`config.mk`:
```
export PLATFORM = sky130hd
export DESIGN_NAME = color_blob_steering_flat
export DESIGN_NICKNAME = d
export VERILOG_FILES = /design/src/sv/cbs_pkg.sv /design/src/sv/cbs_pixel_if.sv /design/src/sv/cbs_drive_if.sv /design/src/sv/color_blob_steering.sv /design/src/flat_wrapper.sv
export SDC_FILE = /design/constraint.sdc
export NUM_CORES = 1
export LEC_CHECK = 0
export BUFFER_PORTS_ARGS = -buffer_cell sky130_fd_sc_hd__buf_2
export CAP_MARGIN = 20
export CORE_ASPECT_RATIO = 0.5
export CORE_MARGIN = 2
export CORE_UTILIZATION = 60
export CTS_BUF_LIST = sky130_fd_sc_hd__clkbuf_8
export CTS_CLUSTER_SIZE = 25
export DETAILED_ROUTE_END_ITERATION = 6
export PLACE_DENSITY = 0.85
export SLEW_MARGIN = 0
export SYNTH_ARGS = -nofsm -noshare
export SYNTH_HDL_FRONTEND = slang
export SYNTH_SLANG_ARGS = --single-unit
```
`constraint.sdc`:
```
create_clock -name clk -period 5.4 [get_ports clk]
set_clock_uncertainty 0.1 [all_clocks]
set_input_delay 1.62 -clock clk [delete_from_list [all_inputs] [get_ports clk]]
set_output_delay 1.62 -clock clk [all_outputs]
set_load 0.03 [all_outputs]
```
`src/sv/cbs_pkg.sv`:
```
`timescale 1ns / 1ps
`default_nettype none

package cbs_pkg;

    // Widths of counters, column tracking and the register fields.
    localparam int COUNT_BITS  = 24;
    localparam int COLUMN_BITS = 12;
    localparam int WIDTH_BITS  = 12;
    localparam int TOTAL_BITS  = 24;
    localparam int SPEED_BITS  = 8;
    localparam int ANGLE_BITS  = 9;
    localparam int COLOR_BITS  = 8;
    localparam int SUM_BITS    = COUNT_BITS + 2;
    localparam int CMP_BITS    = ((COLUMN_BITS > WIDTH_BITS) ? COLUMN_BITS : WIDTH_BITS) + 1;

    // Configuration port shape.
    localparam int CFG_INDEX_BITS = 3;
    localparam int CFG_DATA_BITS  = 24;

    // Register indexes.
    localparam logic [CFG_INDEX_BITS-1:0] REG_FRAME_WIDTH   = 3'd0;
    localparam logic [CFG_INDEX_BITS-1:0] REG_MIN_TOTAL     = 3'd1;
    localparam logic [CFG_INDEX_BITS-1:0] REG_MAX_TOTAL     = 3'd2;
    localparam logic [CFG_INDEX_BITS-1:0] REG_FORWARD_SPEED = 3'd3;
    localparam logic [CFG_INDEX_BITS-1:0] REG_TURN_RATE     = 3'd4;

    // Register reset values.
    localparam int RESET_FRAME_WIDTH   = 640;
    localparam int RESET_MIN_TOTAL     = 100;
    localparam int RESET_MAX_TOTAL     = 40000;
    localparam int RESET_FORWARD_SPEED = 102;
    localparam int RESET_TURN_RATE     = 128;
    localparam int RESET_THIRD         = RESET_FRAME_WIDTH / 3;
    localparam int RESET_MID_LIMIT     = RESET_FRAME_WIDTH - RESET_THIRD;

    // Reciprocal of three in 16 fractional bits; exact floor for 12-bit widths.
    localparam int RECIP_BITS  = 15;
    localparam int RECIP_SHIFT = 16;
    localparam logic [RECIP_BITS-1:0] RECIP_THREE = 15'd21846;

    // Component levels of the pure yellow reference color.
    localparam logic [COLOR_BITS-1:0] COLOR_FULL = '1;
    localparam logic [COLOR_BITS-1:0] COLOR_NONE = '0;

    localparam logic [COUNT_BITS-1:0] COUNT_MAX = '1;

endpackage

`default_nettype wire

```
`src/sv/cbs_pixel_if.sv`:
```
`timescale 1ns / 1ps
`default_nettype none

// Pixel stream channel.
interface cbs_pixel_if;
    import cbs_pkg::*;

    logic                  valid;
    logic                  ready;
    logic [COLOR_BITS-1:0] red;
    logic [COLOR_BITS-1:0] green;
    logic [COLOR_BITS-1:0] blue;
    logic                  frame_end;

    modport source (output valid, red, green, blue, frame_end, input ready);
    modport sink   (input valid, red, green, blue, frame_end, output ready);
endinterface

`default_nettype wire

```
`src/sv/cbs_drive_if.sv`:
```
`timescale 1ns / 1ps
`default_nettype none

// Drive command channel.
interface cbs_drive_if;
    import cbs_pkg::*;

    logic                         valid;
    logic                         ready;
    logic [SPEED_BITS-1:0]        linear_speed;
    logic signed [ANGLE_BITS-1:0] angular_speed;

    modport source (output valid, linear_speed, angular_speed, input ready);
    modport sink   (input valid, linear_speed, angular_speed, output ready);
endinterface

`default_nettype wire

```
`src/sv/color_blob_steering.sv`:
```
`timescale 1ns / 1ps
`default_nettype none

// Yellow blob steering block.
// Pixels enter in raster order on the pixel channel (valid/ready), one per
// clock unless ready is low; frame_end marks the last pixel of a frame. Each
// pixel is classified into the left, middle or right third of the row and
// pure-yellow pixels bump a saturating counter for that third.
// On a frame end the counts pass through two evaluation stages and a drive
// command lands in the output register after the frame-end transaction has
// passed stages 1, 2 and 3. The command is offered on the drive channel only
// when it differs from the previous command.
// Throughput is one pixel per cycle except while the pixel stream is held
// off. Only a frame-end pixel waits in stage 1 on the drive channel, and it
// holds off the stream only while the evaluation stages and the output
// register are all full because the receiver stalls.
// The user writes registers through cfg_we/cfg_index/cfg_data only while the
// block is idle (not enforced); a write to an unlisted index is ignored.
// Reset restores the register defaults, clears the counters, the column and
// the remembered command (0, 0), and empties the pipeline.
module color_blob_steering (
    input  wire logic                                clk,
    input  wire logic                                rst_n,
    input  wire logic                                cfg_we,
    input  wire logic [cbs_pkg::CFG_INDEX_BITS-1:0]  cfg_index,
    input  wire logic [cbs_pkg::CFG_DATA_BITS-1:0]   cfg_data,
    cbs_pixel_if.sink                                pixel,
    cbs_drive_if.source                              drive
);
    import cbs_pkg::*;

    // Configuration registers.
    logic [WIDTH_BITS-1:0] frame_width_reg;
    logic [TOTAL_BITS-1:0] min_total_reg;
    logic [TOTAL_BITS-1:0] max_total_reg;
    logic [SPEED_BITS-1:0] forward_speed_reg;
    logic [SPEED_BITS-1:0] turn_rate_reg;

    // Region bounds derived from the frame width.
    logic [WIDTH_BITS+RECIP_BITS-1:0] third_prod;
    logic [WIDTH_BITS-1:0]            third_next;
    logic [WIDTH_BITS-1:0]            third_reg;
    logic [WIDTH_BITS-1:0]            mid_limit_reg;

    // Column tracking.
    logic [COLUMN_BITS-1:0] column_pos_reg;
    logic [COLUMN_BITS-1:0] column_pos_next;
    logic [CMP_BITS-1:0]    col_ext;
    logic [CMP_BITS-1:0]    col_inc;

    // Stage 1: classified pixel.
    logic s1_valid_reg;
    logic s1_left_reg;
    logic s1_mid_reg;
    logic s1_right_reg;
    logic s1_last_reg;
    logic is_yellow;
    logic in_left;
    logic in_mid;

    // Hit counters.
    logic [COUNT_BITS-1:0] left_hits_reg;
    logic [COUNT_BITS-1:0] middle_hits_reg;
    logic [COUNT_BITS-1:0] right_hits_reg;
    logic [COUNT_BITS-1:0] left_hits_next;
    logic [COUNT_BITS-1:0] middle_hits_next;
    logic [COUNT_BITS-1:0] right_hits_next;

    // Stage 2: final counts of a frame.
    logic                  s2_valid_reg;
    logic [COUNT_BITS-1:0] s2_left_reg;
    logic [COUNT_BITS-1:0] s2_mid_reg;
    logic [COUNT_BITS-1:0] s2_right_reg;

    // Stage 3: total and dominance.
    logic                s3_valid_reg;
    logic [SUM_BITS-1:0] s3_total_reg;
    logic                s3_left_wins_reg;
    logic                s3_mid_wins_reg;

    // Command and output register.
    logic [SPEED_BITS-1:0]        lin_next;
    logic [ANGLE_BITS-1:0]        ang_next;
    logic                         differs;
    logic [SPEED_BITS-1:0]        prev_linear_reg;
    logic [ANGLE_BITS-1:0]        prev_angular_reg;
    logic                         out_valid_reg;
    logic [SPEED_BITS-1:0]        out_linear_reg;
    logic [ANGLE_BITS-1:0]        out_angular_reg;

    // Stage advance controls.
    logic s1_go;
    logic s2_go;
    logic s3_go;
    logic in_take;

    // Configuration writes.
    always_ff @(posedge clk or negedge rst_n)
    begin
        if (!rst_n)
        begin
            frame_width_reg   <= WIDTH_BITS'(RESET_FRAME_WIDTH);
            min_total_reg     <= TOTAL_BITS'(RESET_MIN_TOTAL);
            max_total_reg     <= TOTAL_BITS'(RESET_MAX_TOTAL);
            forward_speed_reg <= SPEED_BITS'(RESET_FORWARD_SPEED);
            turn_rate_reg     <= SPEED_BITS'(RESET_TURN_RATE);
        end
        else if (cfg_we)
        begin
            case (cfg_index)
                REG_FRAME_WIDTH:   frame_width_reg   <= cfg_data[WIDTH_BITS-1:0];
                REG_MIN_TOTAL:     min_total_reg     <= cfg_data[TOTAL_BITS-1:0];
                REG_MAX_TOTAL:     max_total_reg     <= cfg_data[TOTAL_BITS-1:0];
                REG_FORWARD_SPEED: forward_speed_reg <= cfg_data[SPEED_BITS-1:0];
                REG_TURN_RATE:     turn_rate_reg     <= cfg_data[SPEED_BITS-1:0];
                default:           ;
            endcase
        end
    end

    // Third of the written width by multiplying with the reciprocal of three.
    assign third_prod = cfg_data[WIDTH_BITS-1:0] * RECIP_THREE;
    assign third_next = WIDTH_BITS'(third_prod >> RECIP_SHIFT);

    // Region bounds change together with the frame width register.
    always_ff @(posedge clk or negedge rst_n)
    begin
        if (!rst_n)
        begin
            third_reg     <= WIDTH_BITS'(RESET_THIRD);
            mid_limit_reg <= WIDTH_BITS'(RESET_MID_LIMIT);
        end
        else if (cfg_we && (cfg_index == REG_FRAME_WIDTH))
        begin
            third_reg     <= third_next;
            mid_limit_reg <= cfg_data[WIDTH_BITS-1:0] - third_next;
        end
    end

    // Handshake chain: ordinary pixels drop out after stage 1.
    assign s3_go    = !out_valid_reg || drive.ready;
    assign s2_go    = !s3_valid_reg || s3_go;
    assign s1_go    = !s1_last_reg || !s2_valid_reg || s2_go;
    assign in_take  = !s1_valid_reg || s1_go;
    assign pixel.ready = in_take;

    // Classification of the incoming pixel.
    assign is_yellow = (pixel.red == COLOR_FULL) && (pixel.green == COLOR_FULL)
                    && (pixel.blue == COLOR_NONE);
    assign col_ext   = CMP_BITS'(column_pos_reg);
    assign col_inc   = col_ext + CMP_BITS'(1);
    assign in_left   = col_ext < CMP_BITS'(third_reg);
    assign in_mid    = col_ext < CMP_BITS'(mid_limit_reg);

    // Column wraps at the frame width and restarts after a frame end.
    always_comb
    begin
        if (pixel.frame_end || (col_inc >= CMP_BITS'(frame_width_reg)))
            column_pos_next = '0;
        else
            column_pos_next = COLUMN_BITS'(col_inc);
    end

    always_ff @(posedge clk or negedge rst_n)
    begin
        if (!rst_n)
        begin
            column_pos_reg <= '0;
            s1_valid_reg   <= 1'b0;
            s1_left_reg    <= 1'b0;
            s1_mid_reg     <= 1'b0;
            s1_right_reg   <= 1'b0;
            s1_last_reg    <= 1'b0;
        end
        else if (in_take)
        begin
            s1_valid_reg <= pixel.valid;
            if (pixel.valid)
            begin
                column_pos_reg <= column_pos_next;
                s1_left_reg    <= is_yellow && in_left;
                s1_mid_reg     <= is_yellow && !in_left && in_mid;
                s1_right_reg   <= is_yellow && !in_left && !in_mid;
                s1_last_reg    <= pixel.frame_end;
            end
            else
            begin
                s1_last_reg <= 1'b0;
            end
        end
    end

    // Saturating counter increments.
    assign left_hits_next   = (s1_left_reg && (left_hits_reg != COUNT_MAX))
                            ? left_hits_reg + COUNT_BITS'(1) : left_hits_reg;
    assign middle_hits_next = (s1_mid_reg && (middle_hits_reg != COUNT_MAX))
                            ? middle_hits_reg + COUNT_BITS'(1) : middle_hits_reg;
    assign right_hits_next  = (s1_right_reg && (right_hits_reg != COUNT_MAX))
                            ? right_hits_reg + COUNT_BITS'(1) : right_hits_reg;

    always_ff @(posedge clk or negedge rst_n)
    begin
        if (!rst_n)
        begin
            left_hits_reg   <= '0;
            middle_hits_reg <= '0;
            right_hits_reg  <= '0;
        end
        else if (s1_valid_reg && s1_go)
        begin
            if (s1_last_reg)
            begin
                left_hits_reg   <= '0;
                middle_hits_reg <= '0;
                right_hits_reg  <= '0;
            end
            else
            begin
                left_hits_reg   <= left_hits_next;
                middle_hits_reg <= middle_hits_next;
                right_hits_reg  <= right_hits_next;
            end
        end
    end

    // Stage 2 captures the final counts of a frame and holds them until stage 3 is free.
    always_ff @(posedge clk or negedge rst_n)
    begin
        if (!rst_n)
        begin
            s2_valid_reg <= 1'b0;
        end
        else if (s1_valid_reg && s1_last_reg && s1_go)
        begin
            s2_valid_reg <= 1'b1;
        end
        else if (s2_go)
        begin
            s2_valid_reg <= 1'b0;
        end
    end

    always_ff @(posedge clk)
    begin
        if (s1_valid_reg && s1_last_reg && s1_go)
        begin
            s2_left_reg  <= left_hits_next;
            s2_mid_reg   <= middle_hits_next;
            s2_right_reg <= right_hits_next;
        end
    end

    // Stage 3 forms the total and decides which third dominates.
    always_ff @(posedge clk or negedge rst_n)
    begin
        if (!rst_n)
        begin
            s3_valid_reg <= 1'b0;
        end
        else if (s2_go)
        begin
            s3_valid_reg <= s2_valid_reg;
        end
    end

    always_ff @(posedge clk)
    begin
        if (s2_valid_reg && s2_go)
        begin
            s3_total_reg     <= SUM_BITS'(s2_left_reg) + SUM_BITS'(s2_mid_reg)
                              + SUM_BITS'(s2_right_reg);
            s3_left_wins_reg <= (s2_left_reg >= s2_mid_reg) && (s2_left_reg >= s2_right_reg);
            s3_mid_wins_reg  <= s2_mid_reg >= s2_right_reg;
        end
    end

    // Command from the bounds check and the dominant third.
    always_comb
    begin
        if ((s3_total_reg > SUM_BITS'(max_total_reg)) || (s3_total_reg < SUM_BITS'(min_total_reg)))
            lin_next = '0;
        else
            lin_next = forward_speed_reg;

        if (s3_left_wins_reg)
            ang_next = ANGLE_BITS'(turn_rate_reg);
        else if (s3_mid_wins_reg)
            ang_next = '0;
        else
            ang_next = '0 - ANGLE_BITS'(turn_rate_reg);
    end

    assign differs = (lin_next != prev_linear_reg) || (ang_next != prev_angular_reg);

    // Remembered command and output register.
    always_ff @(posedge clk or negedge rst_n)
    begin
        if (!rst_n)
        begin
            prev_linear_reg  <= '0;
            prev_angular_reg <= '0;
            out_valid_reg    <= 1'b0;
        end
        else if (s3_valid_reg && s3_go)
        begin
            prev_linear_reg  <= lin_next;
            prev_angular_reg <= ang_next;
            out_valid_reg    <= differs;
        end
        else if (drive.ready)
        begin
            out_valid_reg <= 1'b0;
        end
    end

    always_ff @(posedge clk)
    begin
        if (s3_valid_reg && s3_go && differs)
        begin
            out_linear_reg  <= lin_next;
            out_angular_reg <= ang_next;
        end
    end

    assign drive.valid         = out_valid_reg;
    assign drive.linear_speed  = out_linear_reg;
    assign drive.angular_speed = $signed(out_angular_reg);

    // A yellow pixel falls into at most one third.
    a_one_region: assert property (@(posedge clk) disable iff (!rst_n)
        $onehot0({s1_left_reg, s1_mid_reg, s1_right_reg}))
        else $error("pixel classified into more than one third");

    // Counters restart after a frame end leaves stage 1.
    a_frame_clear: assert property (@(posedge clk) disable iff (!rst_n)
        (s1_valid_reg && s1_last_reg && s1_go) |=>
        (left_hits_reg == '0 && middle_hits_reg == '0 && right_hits_reg == '0))
        else $error("hit counters not cleared after frame end");

    // A pending command always equals the remembered one.
    a_out_matches_prev: assert property (@(posedge clk) disable iff (!rst_n)
        out_valid_reg |-> (out_linear_reg == prev_linear_reg
                           && out_angular_reg == prev_angular_reg))
        else $error("pending command differs from remembered command");

    // Only a waiting frame-end pixel may hold off the pixel stream.
    a_stall_cause: assert property (@(posedge clk) disable iff (!rst_n)
        !in_take |-> (s1_valid_reg && s1_last_reg && s2_valid_reg))
        else $error("pixel stream stalled without a waiting frame end");

endmodule

`default_nettype wire

```
`src/flat_wrapper.sv`:
```
// flat-port wrapper written by rule: the top's interface ports become plain ports
module color_blob_steering_flat import cbs_pkg::*;
  (clk, rst_n, cfg_we, cfg_index, cfg_data, pixel_valid, pixel_red, pixel_green, pixel_blue, pixel_frame_end, pixel_ready, drive_valid, drive_linear_speed, drive_angular_speed, drive_ready);
  cbs_pixel_if pixel_i ();
  cbs_drive_if drive_i ();
  input  wire logic clk;
  input  wire logic rst_n;
  input  wire logic cfg_we;
  input  wire logic [cbs_pkg::CFG_INDEX_BITS-1:0] cfg_index;
  input  wire logic [cbs_pkg::CFG_DATA_BITS-1:0] cfg_data;
  input wire logic [$bits(pixel_i.valid)-1:0] pixel_valid;
  input wire logic [$bits(pixel_i.red)-1:0] pixel_red;
  input wire logic [$bits(pixel_i.green)-1:0] pixel_green;
  input wire logic [$bits(pixel_i.blue)-1:0] pixel_blue;
  input wire logic [$bits(pixel_i.frame_end)-1:0] pixel_frame_end;
  output wire logic [$bits(pixel_i.ready)-1:0] pixel_ready;
  output wire logic [$bits(drive_i.valid)-1:0] drive_valid;
  output wire logic [$bits(drive_i.linear_speed)-1:0] drive_linear_speed;
  output wire logic [$bits(drive_i.angular_speed)-1:0] drive_angular_speed;
  input wire logic [$bits(drive_i.ready)-1:0] drive_ready;
  assign pixel_i.valid = pixel_valid;
  assign pixel_i.red = pixel_red;
  assign pixel_i.green = pixel_green;
  assign pixel_i.blue = pixel_blue;
  assign pixel_i.frame_end = pixel_frame_end;
  assign pixel_ready = pixel_i.ready;
  assign drive_valid = drive_i.valid;
  assign drive_linear_speed = drive_i.linear_speed;
  assign drive_angular_speed = drive_i.angular_speed;
  assign drive_i.ready = drive_ready;
  color_blob_steering u_core (.clk(clk), .rst_n(rst_n), .cfg_we(cfg_we), .cfg_index(cfg_index), .cfg_data(cfg_data), .pixel(pixel_i), .drive(drive_i));
endmodule
```
-- After elaboration in Yosys (flattened, before gate mapping)
Cells that the tools add are included.
- word-level logic and storage cells: 114
- register bits after elaboration: 325
- input port bits: 57
- output and inout bits: 19
- add/subtract/negate cells: 8
- reductions and logical operators: 42
- equality and inequality tests: 11
- magnitude comparators: 8
- muxes and demuxes: 15
- multiply operators: 1
- operators by type and width (kind ; count):
    24-bit 2-to-1 mux ; 6
    24-bit by 1-bit adder with 24-bit output, second input constant ; 3
    24-bit >= comparator ; 3
    24-bit != test, second input constant ; 3
    26-bit by 24-bit adder with 26-bit output ; 1
    26-bit by 24-bit > comparator with 1-bit output ; 1
    26-bit by 24-bit less-than comparator with 1-bit output ; 1
    12-bit by 14-bit multiplier with 26-bit output, second input constant ; 1
    24-bit by 24-bit adder with 25-bit output ; 1
    9-bit 2-to-1 mux ; 2
    1-bit logical AND ; 17
    8-bit == test, second input constant ; 2
    12-bit by 1-bit adder with 13-bit output, second input constant ; 1
    13-bit by 12-bit >= comparator with 1-bit output ; 1
    12-bit by 11-bit less-than comparator with 1-bit output ; 1
    12-bit less-than comparator ; 1
    12-bit 2-to-1 mux ; 1
    2-bit AND reduction ; 6
    12-bit by 11-bit subtractor with 12-bit output ; 1
    9-bit != test ; 1
    1-bit by 8-bit subtractor with 9-bit output, first input constant ; 1
    8-bit logical NOT ; 1
    1-bit logical OR ; 8
    8-bit 2-to-1 mux ; 1
    other kinds (8) ; 20

-- Logic depth before layout (Yosys ltp)
- depth in word-level cells: 6
- depth in mapped cells: 26
- depth with buffers taken out: 26

-- Least setup slack after synthesis
OpenSTA, ideal clock, no wires.
- path kind: input to register
- start: in cfg_data[9] (netlist bit)
- end: reg u_core.mid_limit_reg[11]
- slack: -2.213 ns
- stages on the path: 26
- buffers on the path: 0
- setup time: 0.130 ns
- data arrival time: 7.383 ns
- path through: ha_1 fa_1 inv_1 fa_1 inv_1 fa_1 inv_1 fa_1 inv_1 ha_1 a211oi_1 o221ai_1 a21oi_4 nor2b_1 nor2_1 xor2_1 ha_1 a21o_1 a21o_1 a31o_2 a221oi_1 maj3_2 maj3_2 o221ai_2 xnor2_1 o21ai_1
- cells in the longest elaborated chain, start to end: 2
- RTL lines (item ; RTL line ; text):
    start: declaration ; flat_wrapper.sv:10 ; input wire logic [cbs_pkg::CFG_DATA_BITS-1:0] cfg_data;
    12-bit by 14-bit multiplier with 26-bit output ; color_blob_steering.sv:122 ; assign third_prod = cfg_data[WIDTH_BITS-1:0] * RECIP_THREE;
    12-bit by 11-bit subtractor with 12-bit output (*) ; color_blob_steering.sv:136 ; mid_limit_reg <= cfg_data[WIDTH_BITS-1:0] - third_next;
    end signal: assignment ; color_blob_steering.sv:131 ; mid_limit_reg <= WIDTH_BITS'(RESET_MID_LIMIT);
    end signal: assignment ; color_blob_steering.sv:136 ;
    end: declaration ; color_blob_steering.sv:43 ; logic [WIDTH_BITS-1:0] mid_limit_reg;
Every way passes the cells marked *; elsewhere a longest branch is shown, timed or not.
A chain may end at the register's enable or synchronous reset.

-- Worst setup path after layout
- start: in cfg_data[8] (netlist bit)
- end: reg u_core.mid_limit_reg[11]
Same word-level chain as after synthesis.

==> results.md <==
- Max-cap violation count: 0
- Unique masters post-synth: 79
- Max H-tree Level: 2
- Setup Viol. Count Final: 20
- Post-synthesis sequential area ratio: 39.0%
- Area taken by multi-input logic gates: 12800 um2
- Highest Clock Rate: 141 MHz
- Crit path max fanout: 3
- Worst-Margin Slew: 0.970 ns
- Max Transition Viols Final: 0
- RSZ-0062 raised after global routing: true
- Kind of critical path: in2reg
- Final RePlAce weighted congestion: 0.904
- PD cells: 402 nW/um2
- Routed wire length: 54900 um
- RR Endpoint: u_core.s3_total_reg[24]
- Minimum clock period: 7.11 ns
- Clk root buf: clkbuf_8
- Slowest CP cell: fa_1
- Worst-path clk slew: 0.07 ns
- Chip Height: 141 um
- Top cells by area, synth: dfrtp_1 20%, ha_1 16%, edfxtp_1 16%, o21ai_0 4.8%, inv_1 4.7%
- Worst hold stages: 2
- R2R Setup Slk: 0.20 ns
- Global route total overflow: 0
- EDFF count, synth: 117
- DRC viols: 0
- Failing checks: setup timing
- Commonest cells after routing, fill and taps aside: 284 x inv_1, 274 x ha_1, 202 x o21ai_0, 192 x nand2_1, 182 x dfrtp_1
- Buf/Inv on CP: 7
- Area delta synth->final: 15.0%
- Syn Nets: 2685
- Initial drt markers: 1266
- Commonest non-fill, non-tap cell in the layout: inv_1
- Hold Violations, Final: 0
- Area share of the largest cell type after synthesis: 20.3%
- Place WS: -2.28 ns
- Vias in the first global route: 17900
- CTS tree: done
- Yosys top cell by area: dfrtp_1
- CTS buffer count: 49
- Worst R2R Path Depth: 23
- I/O Buffers: 75
- Crit. End Element: register
- # nets final: 2876
- Status: finished, violations left
- Drt pass-1 iters: 5
- Main flop type after synthesis: dfrtp_1
- Cell Area, Synth: 22400 um2
- Initial antenna violation count: 0
- Total number of vias: 17700
- Initial Utilization: 60.5%
- VDD IR max: 0.576 mV
- # diodes: 0
- Io pins: 76
- Vias per cell: 5.85
- Final WS setup: -1.71 ns
- Top delay family on crit path: adder cells
- Worst hold path class: reg2reg
- Hold_sp: u_core.mid_limit_reg[3]
- Final setup TNS: -17.79 ns
- Lkg Pwr: 12.3 nW
- Post-CTS Hold Buffers: 0
- Ys Warns: 0
- Largest net degree at the start of global routing: 81
- Syn avg cell area: 9.75 um2
- First-pass GRT wire length: 87400 um
- Rows: 50
- Dpl hpwl: 39000 um
- Async set-or-reset flop fraction in the synthesized netlist: 64.0%
- Post-Syn Instances: 2302
- Overall die width: 278 um
- Headroom to the max-slew limit: 35.2%
- Longest Clk Path Bufs: 3
- Antenna viol nets, final: 0
- Hold path endpoint: u_core.mid_limit_reg[3]
- DIE AREA: 39100 um2
- R2R Path Start: u_core.s2_mid_reg[1]
- Total global-route track usage: 27.6%
- Core area: 37100 um2
- Wire per inst: 18.1 um
- Max FFs per register: 26
- Clock Sink Count: 325
- Final core occ: 69.6%
- Worst path required time: 5.77 ns
- Register area: 8750 um2
- Critical path arrival: 7.49 ns
- Critical Path Start Type: input port
- FF+latch count, synth: 325
- Tcrit/Tclk final: 132%
- Fillers: 2499
- Layout cells sized above 1: 17.1%
- Worst skew pair latency: 0.61 ns
- Slowest stage delay, CP: 0.57 ns
## worst min-delay path: stages (launching register included)
cell and delay [ns]:
dfstp_2 0.37, nand2_1 0.04, o21ai_1 0.05
## what timing repair did
item | in CTS | in global routing
endpoints found under the setup margin | 20 | 22
buffers inserted | 10 | 11
resized for setup | 35 | 44
pin swaps | 29 | 38
## kinds of logic (layout without fill, tap and decap cells)
| group | count (synthesis) | after routing | synth area share (%) |
|---|---|---|---|
| muxes | 33 | 33 | 1.66 |
| and+or+nand+nor | 559 | 559 | 12.0 |
| AOI/OAI and AO/OA | 553 | 553 | 15.6 |
| DFF | 325 | 325 | 39.0 |
| adders and majority gates | 330 | 330 | 19.9 |
| buffers and inverters | 344 | 575 | 5.77 |
| xor gates and xnor gates | 158 | 158 | 6.20 |
## area by class of cell
| cell class | instances | area share [%] |
|---|---|---|
| repair buffers | 205 | 5.68 |
| inverters | 279 | 4.06 |
| clock inverters | 23 | 0.756 |
| multi-input cells | 1633 | 49.6 |
| clock buffers | 68 | 3.62 |
| flip-flops and latches | 325 | 33.9 |
| well taps | 494 | 2.39 |
## per-stage QoR
| stage | total power, mW | std cells | area (um2) | hold slack (ns) |
|---|---|---|---|---|
| after floorplan | 5.57 | 2302 | 22600 | 0.342 |
| final | 10.4 | 3027 | 25800 | 0.369 |
| after detailed placement | 6.99 | 2914 | 24200 | 0.365 |
| after global placement | 6.76 | 2914 | 24200 | 0.353 |
| after global routing | 11.0 | 3027 | 25800 | 0.393 |
| after CTS | 9.76 | 3015 | 25500 | 0.371 |
## worst max-delay path by stage
stage | startpoint | end | slack [ns] | depth (start not counted)
after floorplan | cfg_data[9] | u_core.mid_limit_reg[11] | -1.75 | 26
after global placement | cfg_data[9] | u_core.mid_limit_reg[11] | -2.07 | 27
after detailed placement | cfg_data[9] | u_core.mid_limit_reg[11] | -2.28 | 27
after CTS | cfg_data[9] | u_core.mid_limit_reg[11] | -1.52 | 27
after global routing | cfg_data[9] | u_core.mid_limit_reg[9] | -1.91 | 27
final | cfg_data[8] | u_core.mid_limit_reg[11] | -1.71 | 26
## routing by layer
metal	vias to the layer above	share of wire [%]	track usage, %
li1	8401	-	-
met1	8577	41	34.4
met2	568	50	49.3
met3	153	5.6	3.88
met4	0	3.5	10.1
met5	-	0	0
## Yosys cell counts (22+ instances only)
cell,instances
inv_1,279
mux2_2,33
o31ai_1,25
o21ai_0,215
a21o_1,51
clkbuf_1,55
dfstp_2,26
nand4_1,36
edfxtp_1,117
and3_1,22
a21oi_1,100
nor2b_1,23
xnor2_1,97
nand2b_1,27
nor2_1,126
nand2_1,195
ha_1,281
a22o_1,26
nand3_1,43
fa_1,45
xor2_1,60
dfrtp_1,182
## power breakdown
group,internal (mW),total (mW),switching [mW]
Sequential,2.85,3.00,0.159
Clock,1.27,2.29,1.02
Combinational,2.56,5.08,2.52
Power figures use the tool's default switching activity.
